--- config.mk ---
export PLATFORM = sky130hd
export DESIGN_NAME = noise_shaped_dither_quantizer_core
export DESIGN_NICKNAME = d
export VERILOG_FILES = /design/src/sv/nsdq_pkg.sv /design/src/sv/nsdq_mul.sv /design/src/sv/nsdq_hist.sv /design/src/sv/noise_shaped_dither_quantizer_core.sv
export SDC_FILE = /design/constraint.sdc
export NUM_CORES = 2
export LEC_CHECK = 0
export ABC_AREA = 1
export BUFFER_PORTS_ARGS = -buffer_cell sky130_fd_sc_hd__buf_2
export CORE_MARGIN = 2
export CORE_UTILIZATION = 25
export DETAILED_ROUTE_END_ITERATION = 6
export SLEW_MARGIN = 30
export SYNTH_ARGS = -nofsm -noshare
export SYNTH_HDL_FRONTEND = slang
export SYNTH_SLANG_ARGS = --single-unit
--- constraint.sdc ---
create_clock -name clock -period 16.1 [get_ports clock]
set_clock_uncertainty 0.1 [all_clocks]
set_input_delay 1.61 -clock clock [delete_from_list [all_inputs] [get_ports clock]]
set_output_delay 1.61 -clock clock [all_outputs]
set_load 0.05 [all_outputs]
--- src/sv/nsdq_pkg.sv ---
// Shared types, constants and coefficient tables of the noise-shaped dither quantizer.
package nsdq_pkg;

   localparam int SHAPE_TAPS = 4;
   localparam int TAP_W = $clog2(SHAPE_TAPS);

   localparam logic [9:0]  MUTE_CAP    = 10'd960;
   localparam logic [9:0]  MUTE_DITHER = 10'd16;
   localparam logic [9:0]  MUTE_CLEAR  = 10'd64;
   localparam logic [31:0] SEED_RESET  = 32'd22222;
   localparam logic [31:0] LCG_MUL     = 32'd96314165;
   localparam logic [31:0] LCG_ADD     = 32'd907633515;
   localparam logic signed [15:0] QERR_LIMIT = 16'sd1536;

   localparam logic [1:0] MODE_48K   = 2'd0;
   localparam logic [1:0] MODE_44K   = 2'd1;
   localparam logic [1:0] MODE_PLAIN = 2'd2;

   localparam logic REG_RATE_MODE     = 1'b0;
   localparam logic REG_CHANNEL_COUNT = 1'b1;

   typedef logic signed [15:0] word_type;

   typedef struct packed {
      logic       clear_fb;
      logic       update;
      logic [2:0] chan;
      word_type   err;
      word_type   qe;
   } hist_ctrl_type;

   typedef struct packed {
      logic             active;
      logic [2:0]       chan;
      logic [TAP_W-1:0] tap;
      logic             fb_sel;
   } hist_rd_type;

   function automatic word_type coef_of(input logic [1:0] mode, input logic [2:0] k);
      word_type c;
      c = 16'sd0;
      case (mode)
         MODE_48K: begin
            case (k)
               3'd0: c = 16'sd9164;
               3'd1: c = -16'sd3006;
               3'd2: c = -16'sd512;
               3'd3: c = -16'sd2471;
               3'd4: c = 16'sd3699;
               3'd5: c = 16'sd48;
               3'd6: c = -16'sd2397;
               default: c = -16'sd1053;
            endcase
         end
         MODE_44K: begin
            case (k)
               3'd0: c = 16'sd9036;
               3'd1: c = -16'sd1928;
               3'd2: c = -16'sd1038;
               3'd3: c = -16'sd2545;
               3'd4: c = 16'sd4336;
               3'd5: c = 16'sd277;
               3'd6: c = -16'sd2480;
               default: c = -16'sd1121;
            endcase
         end
         default: begin
            c = (k == 3'd0) ? 16'sd4096 : 16'sd0;
         end
      endcase
      return c;
   endfunction

   function automatic word_type gain_of(input logic [1:0] mode);
      word_type g;
      case (mode)
         MODE_48K: g = 16'sd32753;
         MODE_44K: g = 16'sd32753;
         default:  g = 16'sd32765;
      endcase
      return g;
   endfunction

endpackage

--- src/sv/nsdq_mul.sv ---
// Shared signed 32 by 32 multiplier with a registered product.
module nsdq_mul (
   input  logic               clock,
   input  logic signed [31:0] mul_a,
   input  logic signed [31:0] mul_b,
   output logic signed [63:0] prod
);

   logic signed [63:0] prod_ff;

   always_ff @(posedge clock) begin
      prod_ff <= mul_a * mul_b;
   end

   assign prod = prod_ff;

endmodule

--- src/sv/nsdq_hist.sv ---
// Per-channel shaping and quantization error histories with one tap read port.
module nsdq_hist
   import nsdq_pkg::*;
#(
   parameter int MAX_CHANNELS = 2
) (
   input  logic          clock,
   input  logic          reset,
   input  hist_ctrl_type ctrl,
   input  hist_rd_type   rd,
   output word_type      rd_data
);

   localparam int CW = (MAX_CHANNELS > 1) ? $clog2(MAX_CHANNELS) : 1;
   localparam logic [3:0] MaxCnt = 4'(MAX_CHANNELS);

   word_type fb_ff [MAX_CHANNELS][SHAPE_TAPS];
   word_type qe_ff [MAX_CHANNELS][SHAPE_TAPS];

   logic [CW-1:0] rd_sel;
   logic [CW-1:0] wr_sel;
   logic          rd_ok;
   logic          wr_ok;

   assign rd_sel = rd.chan[CW-1:0];
   assign wr_sel = ctrl.chan[CW-1:0];
   assign rd_ok  = rd.active && ({1'b0, rd.chan} < MaxCnt);
   assign wr_ok  = ctrl.update && ({1'b0, ctrl.chan} < MaxCnt);

   always_comb begin
      rd_data = 16'sd0;
      if (rd_ok) begin
         rd_data = rd.fb_sel ? fb_ff[rd_sel][rd.tap] : qe_ff[rd_sel][rd.tap];
      end
   end

   always_ff @(posedge clock) begin
      if (reset) begin
         for (int c = 0; c < MAX_CHANNELS; c++) begin
            for (int j = 0; j < SHAPE_TAPS; j++) begin
               fb_ff[c][j] <= 16'sd0;
               qe_ff[c][j] <= 16'sd0;
            end
         end
      end else begin
         if (ctrl.clear_fb) begin
            for (int c = 0; c < MAX_CHANNELS; c++) begin
               for (int j = 0; j < SHAPE_TAPS; j++) begin
                  fb_ff[c][j] <= 16'sd0;
               end
            end
         end
         if (wr_ok) begin
            for (int j = SHAPE_TAPS - 1; j > 0; j--) begin
               fb_ff[wr_sel][j] <= fb_ff[wr_sel][j-1];
               qe_ff[wr_sel][j] <= qe_ff[wr_sel][j-1];
            end
            fb_ff[wr_sel][0] <= ctrl.err;
            qe_ff[wr_sel][0] <= ctrl.qe;
         end
      end
   end

endmodule

--- src/sv/noise_shaped_dither_quantizer_core.sv ---
// Top level of the noise-shaped triangular dither quantizer to 16-bit PCM.
//
// A sample enters on the req_ channel (valid/ready) as a 24-bit signed fraction
// with its channel index and a call start flag; one 16-bit PCM sample leaves on
// the rsp_ channel for every input transfer. The user must write rate mode and
// channel count through csr_ only while the block is idle; the block does not enforce it.
// One sequencer drives a single shared 32x32 multiplier through the gain, the
// eight shaping taps and the two random draws, then rounds in four more steps.
// The block takes no new item until the sequencer has finished the last one,
// stepping it through the multiplier schedule and the rounding states.
// req_ready is high only while the sequencer is idle.
// The result sits in an output register, so a new item is accepted while it
// waits; if the receiver still stalls when the next result is done, the
// sequencer holds that result and its state update until the register frees.
// Synchronous reset empties the output, clears the histories, loads the seed
// and the silence counter, and selects the 48 kHz filter with two channels.
module noise_shaped_dither_quantizer_core
   import nsdq_pkg::*;
#(
   parameter int MAX_CHANNELS = 2
) (
   input  logic               clock,
   input  logic               reset,
   input  logic               req_valid,
   output logic               req_ready,
   input  logic signed [23:0] req_sample_in,
   input  logic [2:0]         req_channel_index,
   input  logic               req_call_start,
   output logic               rsp_valid,
   input  logic               rsp_ready,
   output logic signed [15:0] rsp_pcm_out,
   input  logic               csr_we,
   input  logic               csr_index,
   input  logic [3:0]         csr_wdata
);

   localparam logic [2:0] S_IDLE = 3'd0;
   localparam logic [2:0] S_MUL  = 3'd1;
   localparam logic [2:0] S_SUM  = 3'd2;
   localparam logic [2:0] S_ADD  = 3'd3;
   localparam logic [2:0] S_RND  = 3'd4;
   localparam logic [2:0] S_UPD  = 3'd5;

   localparam logic [3:0] STEP_GAIN    = 4'd0;
   localparam logic [3:0] STEP_V       = 4'd1;
   localparam logic [3:0] STEP_QE_LAST = 4'(SHAPE_TAPS);
   localparam logic [3:0] STEP_FB_LAST = 4'(2 * SHAPE_TAPS);
   localparam logic [3:0] STEP_DRAW1  = STEP_FB_LAST + 4'd1;
   localparam logic [3:0] STEP_ERR    = STEP_FB_LAST + 4'd2;
   localparam logic [3:0] STEP_DRAW2  = STEP_FB_LAST + 4'd3;
   localparam logic [3:0] STEP_LAST   = STEP_FB_LAST + 4'd4;
   localparam logic [3:0] MaxCnt      = 4'(MAX_CHANNELS);

   logic [2:0]         state_ff;
   logic [3:0]         step_ff;
   logic signed [23:0] x_ff;
   logic [2:0]         ch_ff;
   logic [1:0]         rate_mode_ff;
   logic [3:0]         channel_count_ff;
   logic signed [40:0] v_ff;
   logic signed [33:0] acc_ff;
   word_type           err_ff;
   logic [31:0]        u1_ff;
   logic [31:0]        u2_ff;
   logic [31:0]        seed_ff;
   logic signed [23:0] r23_ff;
   logic signed [41:0] t_ff;
   logic signed [15:0] q_ff;
   logic [9:0]         silence_ff;
   logic               faz_ff;
   logic               rsp_valid_ff;
   logic signed [15:0] rsp_pcm_ff;

   logic [1:0]         mode;
   logic [3:0]         eff;
   logic               active;
   logic               muted;
   logic               frame_end;
   logic               in_xfer;
   logic               out_free;
   logic signed [31:0] mul_a;
   logic signed [31:0] mul_b;
   logic signed [63:0] prod;
   hist_rd_type        hrd;
   hist_ctrl_type      hctl;
   word_type           tap_data;
   logic signed [34:0] acc_rnd;
   logic signed [22:0] err_full;
   word_type           err_in;
   logic [31:0]        draw;
   logic signed [32:0] draw_diff;
   logic signed [18:0] q_floor;
   logic [22:0]        q_rem;
   logic               q_up;
   logic signed [19:0] q_wide;
   logic signed [15:0] q_in;
   logic signed [42:0] e_rnd;
   logic signed [29:0] qe_full;
   word_type           qe_in;

   assign mode = (rate_mode_ff > MODE_PLAIN) ? MODE_PLAIN : rate_mode_ff;
   assign eff = (channel_count_ff == 4'd0) ? 4'd1 :
                ((channel_count_ff > MaxCnt) ? MaxCnt : channel_count_ff);
   assign active    = ({1'b0, ch_ff} < eff);
   assign frame_end = ({1'b0, ch_ff} == (eff - 4'd1));
   assign muted     = (silence_ff > MUTE_DITHER);
   assign in_xfer   = req_valid && req_ready;
   assign out_free  = !rsp_valid_ff || rsp_ready;
   assign req_ready = (state_ff == S_IDLE);

   always_comb begin
      hrd.active = active;
      hrd.chan   = ch_ff;
      hrd.fb_sel = (step_ff > STEP_QE_LAST);
      hrd.tap    = (step_ff > STEP_QE_LAST) ? TAP_W'(step_ff - STEP_QE_LAST - 4'd1)
                                            : TAP_W'(step_ff - 4'd1);
   end

   always_comb begin
      mul_a = 32'sd0;
      mul_b = 32'sd0;
      if (step_ff == STEP_GAIN) begin
         mul_a = 32'(x_ff);
         mul_b = 32'(gain_of(mode));
      end else if (step_ff <= STEP_FB_LAST) begin
         mul_a = 32'(coef_of(mode, {hrd.fb_sel, hrd.tap}));
         mul_b = 32'(tap_data);
      end else if (step_ff == STEP_DRAW1) begin
         mul_a = $signed(seed_ff);
         mul_b = $signed(LCG_MUL);
      end else begin
         mul_a = $signed(u1_ff);
         mul_b = $signed(LCG_MUL);
      end
   end

   nsdq_mul u_mul (
      .clock (clock),
      .mul_a (mul_a),
      .mul_b (mul_b),
      .prod  (prod)
   );

   always_comb begin
      acc_rnd  = 35'(acc_ff) + 35'sd2048;
      err_full = acc_rnd[34:12];
      if (!active) begin
         err_in = 16'sd0;
      end else if (err_full > 23'sd32767) begin
         err_in = 16'sd32767;
      end else if (err_full < -23'sd32768) begin
         err_in = -16'sd32768;
      end else begin
         err_in = err_full[15:0];
      end
   end

   assign draw      = prod[31:0] + LCG_ADD;
   assign draw_diff = $signed({1'b0, u1_ff}) - $signed({1'b0, u2_ff});

   always_comb begin
      q_floor = t_ff[41:23];
      q_rem   = t_ff[22:0];
      q_up    = (q_rem > 23'h400000) || ((q_rem == 23'h400000) && q_floor[0]);
      q_wide  = 20'(q_floor) + 20'(q_up);
      if (q_wide > 20'sd32767) begin
         q_in = 16'sd32767;
      end else if (q_wide < -20'sd32768) begin
         q_in = -16'sd32768;
      end else begin
         q_in = q_wide[15:0];
      end
   end

   always_comb begin
      e_rnd   = (43'(q_ff) <<< 23) - 43'(v_ff) + 43'sd4096;
      qe_full = e_rnd[42:13];
      if (muted) begin
         qe_in = 16'sd0;
      end else if (qe_full > 30'(QERR_LIMIT)) begin
         qe_in = QERR_LIMIT;
      end else if (qe_full < -30'(QERR_LIMIT)) begin
         qe_in = -QERR_LIMIT;
      end else begin
         qe_in = qe_full[15:0];
      end
   end

   always_comb begin
      hctl.clear_fb = in_xfer && req_call_start && (silence_ff > MUTE_CLEAR);
      hctl.update   = (state_ff == S_UPD) && out_free && active;
      hctl.chan     = ch_ff;
      hctl.err      = err_ff;
      hctl.qe       = qe_in;
   end

   nsdq_hist #(
      .MAX_CHANNELS (MAX_CHANNELS)
   ) u_hist (
      .clock   (clock),
      .reset   (reset),
      .ctrl    (hctl),
      .rd      (hrd),
      .rd_data (tap_data)
   );

   always_ff @(posedge clock) begin
      if (reset) begin
         rate_mode_ff     <= MODE_48K;
         channel_count_ff <= 4'd2;
      end else if (csr_we) begin
         case (csr_index)
            REG_RATE_MODE:     rate_mode_ff <= csr_wdata[1:0];
            REG_CHANNEL_COUNT: channel_count_ff <= csr_wdata;
            default:           rate_mode_ff <= rate_mode_ff;
         endcase
      end
   end

   always_ff @(posedge clock) begin
      if (reset) begin
         state_ff     <= S_IDLE;
         step_ff      <= STEP_GAIN;
         seed_ff      <= SEED_RESET;
         silence_ff   <= MUTE_CAP;
         faz_ff       <= 1'b1;
         rsp_valid_ff <= 1'b0;
      end else begin
         if (rsp_valid_ff && rsp_ready && (state_ff != S_UPD)) begin
            rsp_valid_ff <= 1'b0;
         end
         case (state_ff)
            S_IDLE: begin
               if (in_xfer) begin
                  x_ff    <= req_sample_in;
                  ch_ff   <= req_channel_index;
                  step_ff <= STEP_GAIN;
                  state_ff <= S_MUL;
                  if (req_sample_in != 24'sd0) begin
                     faz_ff <= 1'b0;
                  end
               end
            end
            S_MUL: begin
               step_ff <= step_ff + 4'd1;
               if (step_ff == STEP_V) begin
                  v_ff   <= prod[40:0];
                  acc_ff <= 34'sd0;
               end else if (step_ff > STEP_V && step_ff <= STEP_QE_LAST + 4'd1) begin
                  acc_ff <= acc_ff + prod[33:0];
               end else if (step_ff > STEP_QE_LAST + 4'd1 && step_ff <= STEP_DRAW1) begin
                  acc_ff <= acc_ff - prod[33:0];
               end
               if (step_ff == STEP_ERR) begin
                  u1_ff  <= draw;
                  err_ff <= err_in;
               end
               if (step_ff == STEP_DRAW2) begin
                  v_ff <= v_ff - (41'(err_ff) <<< 13);
               end
               if (step_ff == STEP_LAST) begin
                  u2_ff    <= draw;
                  seed_ff  <= draw;
                  state_ff <= S_SUM;
               end
            end
            S_SUM: begin
               r23_ff   <= muted ? 24'sd0 : draw_diff[32:9];
               state_ff <= S_ADD;
            end
            S_ADD: begin
               t_ff     <= 42'(v_ff) + 42'(r23_ff);
               state_ff <= S_RND;
            end
            S_RND: begin
               q_ff     <= q_in;
               state_ff <= S_UPD;
            end
            S_UPD: begin
               if (out_free) begin
                  rsp_pcm_ff   <= q_ff;
                  rsp_valid_ff <= 1'b1;
                  state_ff     <= S_IDLE;
                  if (frame_end) begin
                     if (!faz_ff) begin
                        silence_ff <= 10'd0;
                     end else if (silence_ff < MUTE_CAP) begin
                        silence_ff <= silence_ff + 10'd1;
                     end
                     faz_ff <= 1'b1;
                  end
               end
            end
            default: begin
               state_ff <= S_IDLE;
            end
         endcase
      end
   end

   assign rsp_valid   = rsp_valid_ff;
   assign rsp_pcm_out = rsp_pcm_ff;

endmodule

== After elaboration in Yosys (flattened, before gate mapping) ==
Memory sizes are Yosys's and may differ from the RTL's. A register that Yosys moved wholly into a read port is not among the register bits.
Cells that the tools add are included.

* Logic and storage cells: 216
* Input port bits: 38
* Memories kept: 2
* Output and inout bits: 18
* Flip-flop bits (word level): 378
* Memory bits (writable): 256

{| class="wikitable"
|+ Memories
! name !! words !! bits a word !! read ports !! clocked after Yosys merged registers in !! wr ports !! line !! text
|-
| u_hist.fb_ff || 2 || 64 || 1 || 1 || 2 || nsdq_hist.sv:17 || <nowiki>word_type fb_ff [MAX_CHANNELS][SHAPE_TAPS];</nowiki>
|-
| u_hist.qe_ff || 2 || 64 || 1 || 1 || 2 || nsdq_hist.sv:18 || <nowiki>word_type qe_ff [MAX_CHANNELS][SHAPE_TAPS];</nowiki>
|}

* Multiplexer cells: 72
* Add/subtract/negate cells: 16
* Bitwise logic cells: 12
* $mul: 1
* Eq/ne operators: 26
* $lt $le $gt $ge: 21
* Reductions and logical operators: 45

{| class="wikitable"
|+ Operator list
! cell !! count
|-
| 2-to-1 mux 16 bit || 19
|-
| one-hot mux 16 bit (7 select lines) || 2
|-
| 2-to-1 mux 32 bit || 5
|-
| 2-to-1 mux 64 bit || 2
|-
| OR reduction 64 bit || 2
|-
| 2-to-1 mux 41 bit || 2
|-
| 2-to-1 mux 34 bit || 2
|-
| binary-select mux 16 bit (select 2 bit) || 2
|-
| adder 42 x 14 -> 43 bit (second input constant) || 1
|-
| adder 41 x 24 -> 42 bit || 1
|-
| subtractor 39 x 41 -> 42 bit || 1
|-
| multiplier 32 x 32 -> 41 bit || 1
|-
| subtractor 41 x 29 -> 41 bit || 1
|-
| adder 34 x 13 -> 35 bit (second input constant) || 1
|-
| adder 34 bit || 1
|-
| subtractor 34 bit || 1
|-
| subtractor 32 x 32 -> 33 bit || 1
|-
| adder 32 x 30 -> 32 bit (second input constant) || 1
|-
| one-hot mux 16 bit (2 select lines) || 1
|-
| > comparator 30 x 12 -> 1 bit (second input constant) || 1
|-
| less-than comparator 30 x 12 -> 1 bit (second input constant) || 1
|-
| nonzero test 24 bit || 1
|-
| == test 23 bit (second input constant) || 1
|-
| > comparator 23 x 16 -> 1 bit (second input constant) || 1
|-
| 57 further kinds || 141
|}

== Depth between registers and ports, before layout ==
* Depth after elaboration: 12
* Gate-level depth with buffers: 57
* Mapped depth without buffers: 48

== Modules after synthesis ==
A second synthesis with hierarchy kept.

* Cell total of the unflattened synthesis: 9970
* Area, all modules: 78361.4 um^2

{| class="wikitable"
|+ Modules (own cells, without submodules)
! module !! times used !! cells an instance !! area an instance (um^2) !! seq. area each (um^2)
|-
| nsdq_mul || 1 || 5025 || 39849.5 || 1281.2
|-
| noise_shaped_dither_quantizer_core || 1 || 3551 || 26017.5 || 9529.1
|-
| nsdq_hist || 1 || 1394 || 12494.5 || 7687.4
|}

== Worst setup path before layout ==
OpenSTA, ideal clock, no wires.

* Path type: register to register
* Start: register step_ff[0]
* End: register u_mul.prod_ff[40] (netlist: u_mul.prod[40])
* Clock period less this slack: 10219 ps
* Setup slack: 5881 ps
* Buffers on the path: 6
* Required time: 15891 ps
* Stages on the path, launching flop included: 48
* Arrival: 10010 ps
* Setup time: 109 ps
* Cell sequence: dfxtp_1 > clkbuf_1 > inv_1 > ha_1 > nand2_2 > nand2_4 > buf_6 > buf_2 > buf_1 > ha_1 > nor2_1 > buf_2 > nand2_1 > nand3_1 > nand2_1 > nand2_1 > nand4_1 > nand2_1 > [12 not listed] > fa_1 > fa_1 > inv_1 > fa_1 > inv_1 > ha_1 > nand2_1 > nor2_1 > nand3_1 > o21ai_0 > nand3_1 > nand3_1 > xor2_1 > inv_1 > nand3_1 > nand3_1 > nand2_1 > inv_1

* Cells in the longest elaborated chain, start to end: 12
* Elaborated cells on any way between the ends: 34
* Those cells by class: 3 x add/sub; 1 x mul; 2 x order compare; 7 x eq/ne; 18 x mux; 1 x bitwise; 2 x reduce/logical

{| class="wikitable"
|+ RTL lines
! what !! line !! text
|-
| from (decl) || noise_shaped_dither_quantizer_core.sv:55 || <nowiki>logic [3:0] step_ff;</nowiki>
|-
| from (signal assigned) || noise_shaped_dither_quantizer_core.sv:245 || <nowiki>step_ff <= step_ff + 4'd1;</nowiki>
|-
| subtractor 2 x 1 -> 2 bit (2 in series) || noise_shaped_dither_quantizer_core.sv:115 || <nowiki>hrd.tap = (step_ff > STEP_QE_LAST) ? TAP_W'(step_ff - STEP_QE_LAST - 4'd1)</nowiki>
|-
| 2-to-1 mux 2 bit || noise_shaped_dither_quantizer_core.sv:115 ||
|-
| inverter 2 -> 3 bit (not written as such) || nsdq_hist.sv:33 || <nowiki>rd_data = rd.fb_sel ? fb_ff[rd_sel][rd.tap] : qe_ff[rd_sel][rd.tap];</nowiki>
|-
| binary-select mux 16 bit (select 2 bit) || nsdq_hist.sv:33 ||
|-
| 2-to-1 mux 16 bit (not written as such) (2 in series) || nsdq_hist.sv:33 ||
|-
| 2-to-1 mux 16 bit || nsdq_hist.sv:33 ||
|-
| 2-to-1 mux 16 bit || nsdq_hist.sv:32 || <nowiki>if (rd_ok) begin</nowiki>
|-
| 2-to-1 mux 32 bit || noise_shaped_dither_quantizer_core.sv:125 || <nowiki>end else if (step_ff <= STEP_FB_LAST) begin</nowiki>
|-
| 2-to-1 mux 32 bit || noise_shaped_dither_quantizer_core.sv:122 || <nowiki>if (step_ff == STEP_GAIN) begin</nowiki>
|-
| multiplier 32 x 32 -> 41 bit (*) || nsdq_mul.sv:12 || <nowiki>prod_ff <= mul_a * mul_b;</nowiki>
|-
| to (signal assigned) || nsdq_mul.sv:12 ||
|-
| to (decl) || nsdq_mul.sv:9 || <nowiki>logic signed [63:0] prod_ff;</nowiki>
|}

Every way passes the cells marked *; elsewhere a longest branch is shown, timed or not. The select of a mux whose other input is x is not followed.
A chain may end at the register's enable or synchronous reset.

== Worst setup path in the final report ==
Same ends and word-level chain as after synthesis.

==> flow_summary.json <==
{
  "cts_buffer_depth": 3,
  "row_count": 178,
  "grt_pass1_vias": 47600,
  "drc": 0,
  "endpoint_kind": "register",
  "num_io_pins": 56,
  "synth_commonest_cells": "inv_1, nand2_1, nor2_1, fa_1, edfxtp_1",
  "ant_nets": 0,
  "yosysMostFrequentCell": "inv_1",
  "fillCellCount": 25200,
  "yosys_warnings": 0,
  "final_max_slew_viol_count": 0,
  "syn-cell-area_mm2": 0.0594,
  "grt_setup_unrepaired": "no",
  "worst-setup-path-type": "register to register",
  "reg2reg_depth": 46,
  "fp.coreArea_mm2": 0.236,
  "cts_root_buf": "clkbuf_16",
  "slowest_delay_ns": 0.85,
  "ys_ff_latch": 634,
  "setup-tns-final_ns": 0,
  "routabilityCongestion": 0.971,
  "holdBufCountCts": 0,
  "setup_violations": 0,
  "gr-usage-all-layers": 0.159,
  "tightest_slew_ns": 1.07,
  "fmax_mhz": 75.4,
  "portBuffers": 55,
  "clk_latency_ns": 0.67,
  "firstDrtPassIters": 6,
  "die-area_mm2": 0.241,
  "fin_crit_sh": 0.824,
  "hold_viol_final": 0,
  "postCtsSetupBuffers": 0,
  "max-cap-violations": 0,
  "clkTransAtPathRegs_ns": 0.06,
  "die_y_um": 491,
  "drt_iter0_markers": 3808,
  "grt_overflow": 0,
  "post_drt_wl_per_cell_um": 19.4,
  "crit_top_cell": "inv_1",
  "die_w_um": 491,
  "synth_top_area_cell": "edfxtp_1",
  "async_flop_share": 0,
  "synth_edf_count": 536,
  "synth.avg_cell_area_um2": 8.65,
  "cts_buffers": 70,
  "hold_path.class": "register to register",
  "outcome": "complete, no violations",
  "ys_top_cells_by_area": "edfxtp_1, fa_1, inv_1",
  "slowest_stage": "clkinv_1",
  "drt-vias-per-instance": 4.63,
  "hold_depth": 2,
  "max_slew_margin": 0.285,
  "dpl.hpwl_mm": 155,
  "htreeDepth": 3,
  "critPathMaxFanout": 50,
  "start_kind": "register",
  "crit_required_ns": 16.56,
  "yosysSeqAreaShare": 0.304,
  "synth_nets": 7890,
  "area_growth_pct": 10.5,
  "start_util": 0.252,
  "ys.flop_type": "edfxtp_1",
  "nets": 7876,
  "synth_top_area_share": 0.271,
  "rrSetupSlack_ns": 2.84,
  "period_minus_slack_ns": 13.26,
  "ctsResizeCount": 0,
  "cts_sinks": 634,
  "cts_tree": "built",
  "routed_wl_mm": 195,
  "yosysUniqueCellTypes": 71,
  "grt_pass1_wl_mm": 293,
  "drive_above_1_share": 0.0580,
  "via_count": 46600,
  "arrival_ns": 13.72,
  "timing.hold.ws_ns": 0.362,
  "grt_antenna_before_repair": 2,
  "synthCells": 6866,
  "grt_max_degree": 98
}
[per-layer routing]
layer	up-vias	wire length, µm	global-route usage	share of wire
met5	-	0	0	0
met4	0	10900	0.0773	0.056
met3	357	12900	0.0262	0.066
met2	1643	91100	0.264	0.47
met1	22900	79800	0.200	0.41
li1	21600	-	-	-
[path summary, 6_finish.rpt]
kind / to / from
hold / removal: seed_ff[2] / seed_ff[2]
hold reg to reg: seed_ff[2] / seed_ff[2]
setup reg to reg: u_mul.prod[40] / step_ff[0]
setup / recovery: u_mul.prod[40] / step_ff[0]
[layout make-up]
class / instances / area, µm² / area share
clock inverters: 40 / 393 / 0.00599
diodes: 2 / 5.00 / 0.0000763
flip-flops and latches: 634 / 18100 / 0.275
well taps: 3150 / 3940 / 0.0601
multi-input cells: 4619 / 35200 / 0.537
repair buffers: 114 / 754 / 0.0115
inverters: 1413 / 5310 / 0.0809
clock buffers: 88 / 1910 / 0.0292
[stage by stage]
stage	setup slack, ns	util	area [µm²]	std cells
after floorplan	5.88	-	59400	6866
final	2.84	0.278	65600	10100
after detailed placement	2.96	0.269	63300	9930
after global placement	3.22	0.268	63200	9929
after CTS	2.92	0.278	65600	10100
after global routing	2.00	0.278	65600	10100
[registers in the layout (all words and copies together) (netlist names), 24 cells and up, named ones only]
| signal | count |
|---|---|
| r23_ff | 24 |
| u1_ff | 32 |
| u_hist.qe_ff | 128 |
| u_hist.fb_ff | 128 |
| seed_ff | 32 |
| v_ff | 41 |
| u_mul.prod | 41 |
| acc_ff | 34 |
| t_ff | 42 |
| x_ff | 24 |
| u2_ff | 32 |
[cell families after synthesis]
| logic type | share of synthesized area |
|---|---|
| compound gates | 0.0820 |
| other cells | 0.0000632 |
| xor+xnor | 0.0323 |
| fa+ha+maj | 0.290 |
| mux | 0.00843 |
| flops | 0.304 |
| buf+inv | 0.105 |
| simple gates | 0.178 |
[cell usage in the layout, fill, tap and decap left out, types with 37 or more instances in the layout]
cell type / count
edfxtp_1: 536
mux2i_1: 50
fa_1: 653
or2_2: 37
inv_1: 1375
buf_2: 55
nand2_1: 1035
o21ai_0: 303
buf_4: 56
nand3_1: 266
xor2_1: 152
nor3_1: 59
dfxtp_1: 97
a21oi_1: 364
ha_1: 333
nor2_1: 883
clkbuf_16: 73
xnor2_1: 63
nand4_1: 54
[critical path: cells and delay by family (launching register included)]
family / cells / cell delay, ns
adders and majority gates: 11 / 5.01
buffers and inverters: 15 / 3.25
xor gates and xnor gates: 1 / 0.21
AOI/OAI and AO/OA: 1 / 0.59
and+or+nand+nor: 18 / 3.48
DFF: 1 / 0.42
Power is not shown: default switching activity piles up to over one toggle a cycle in this logic, so the estimate is an artifact.
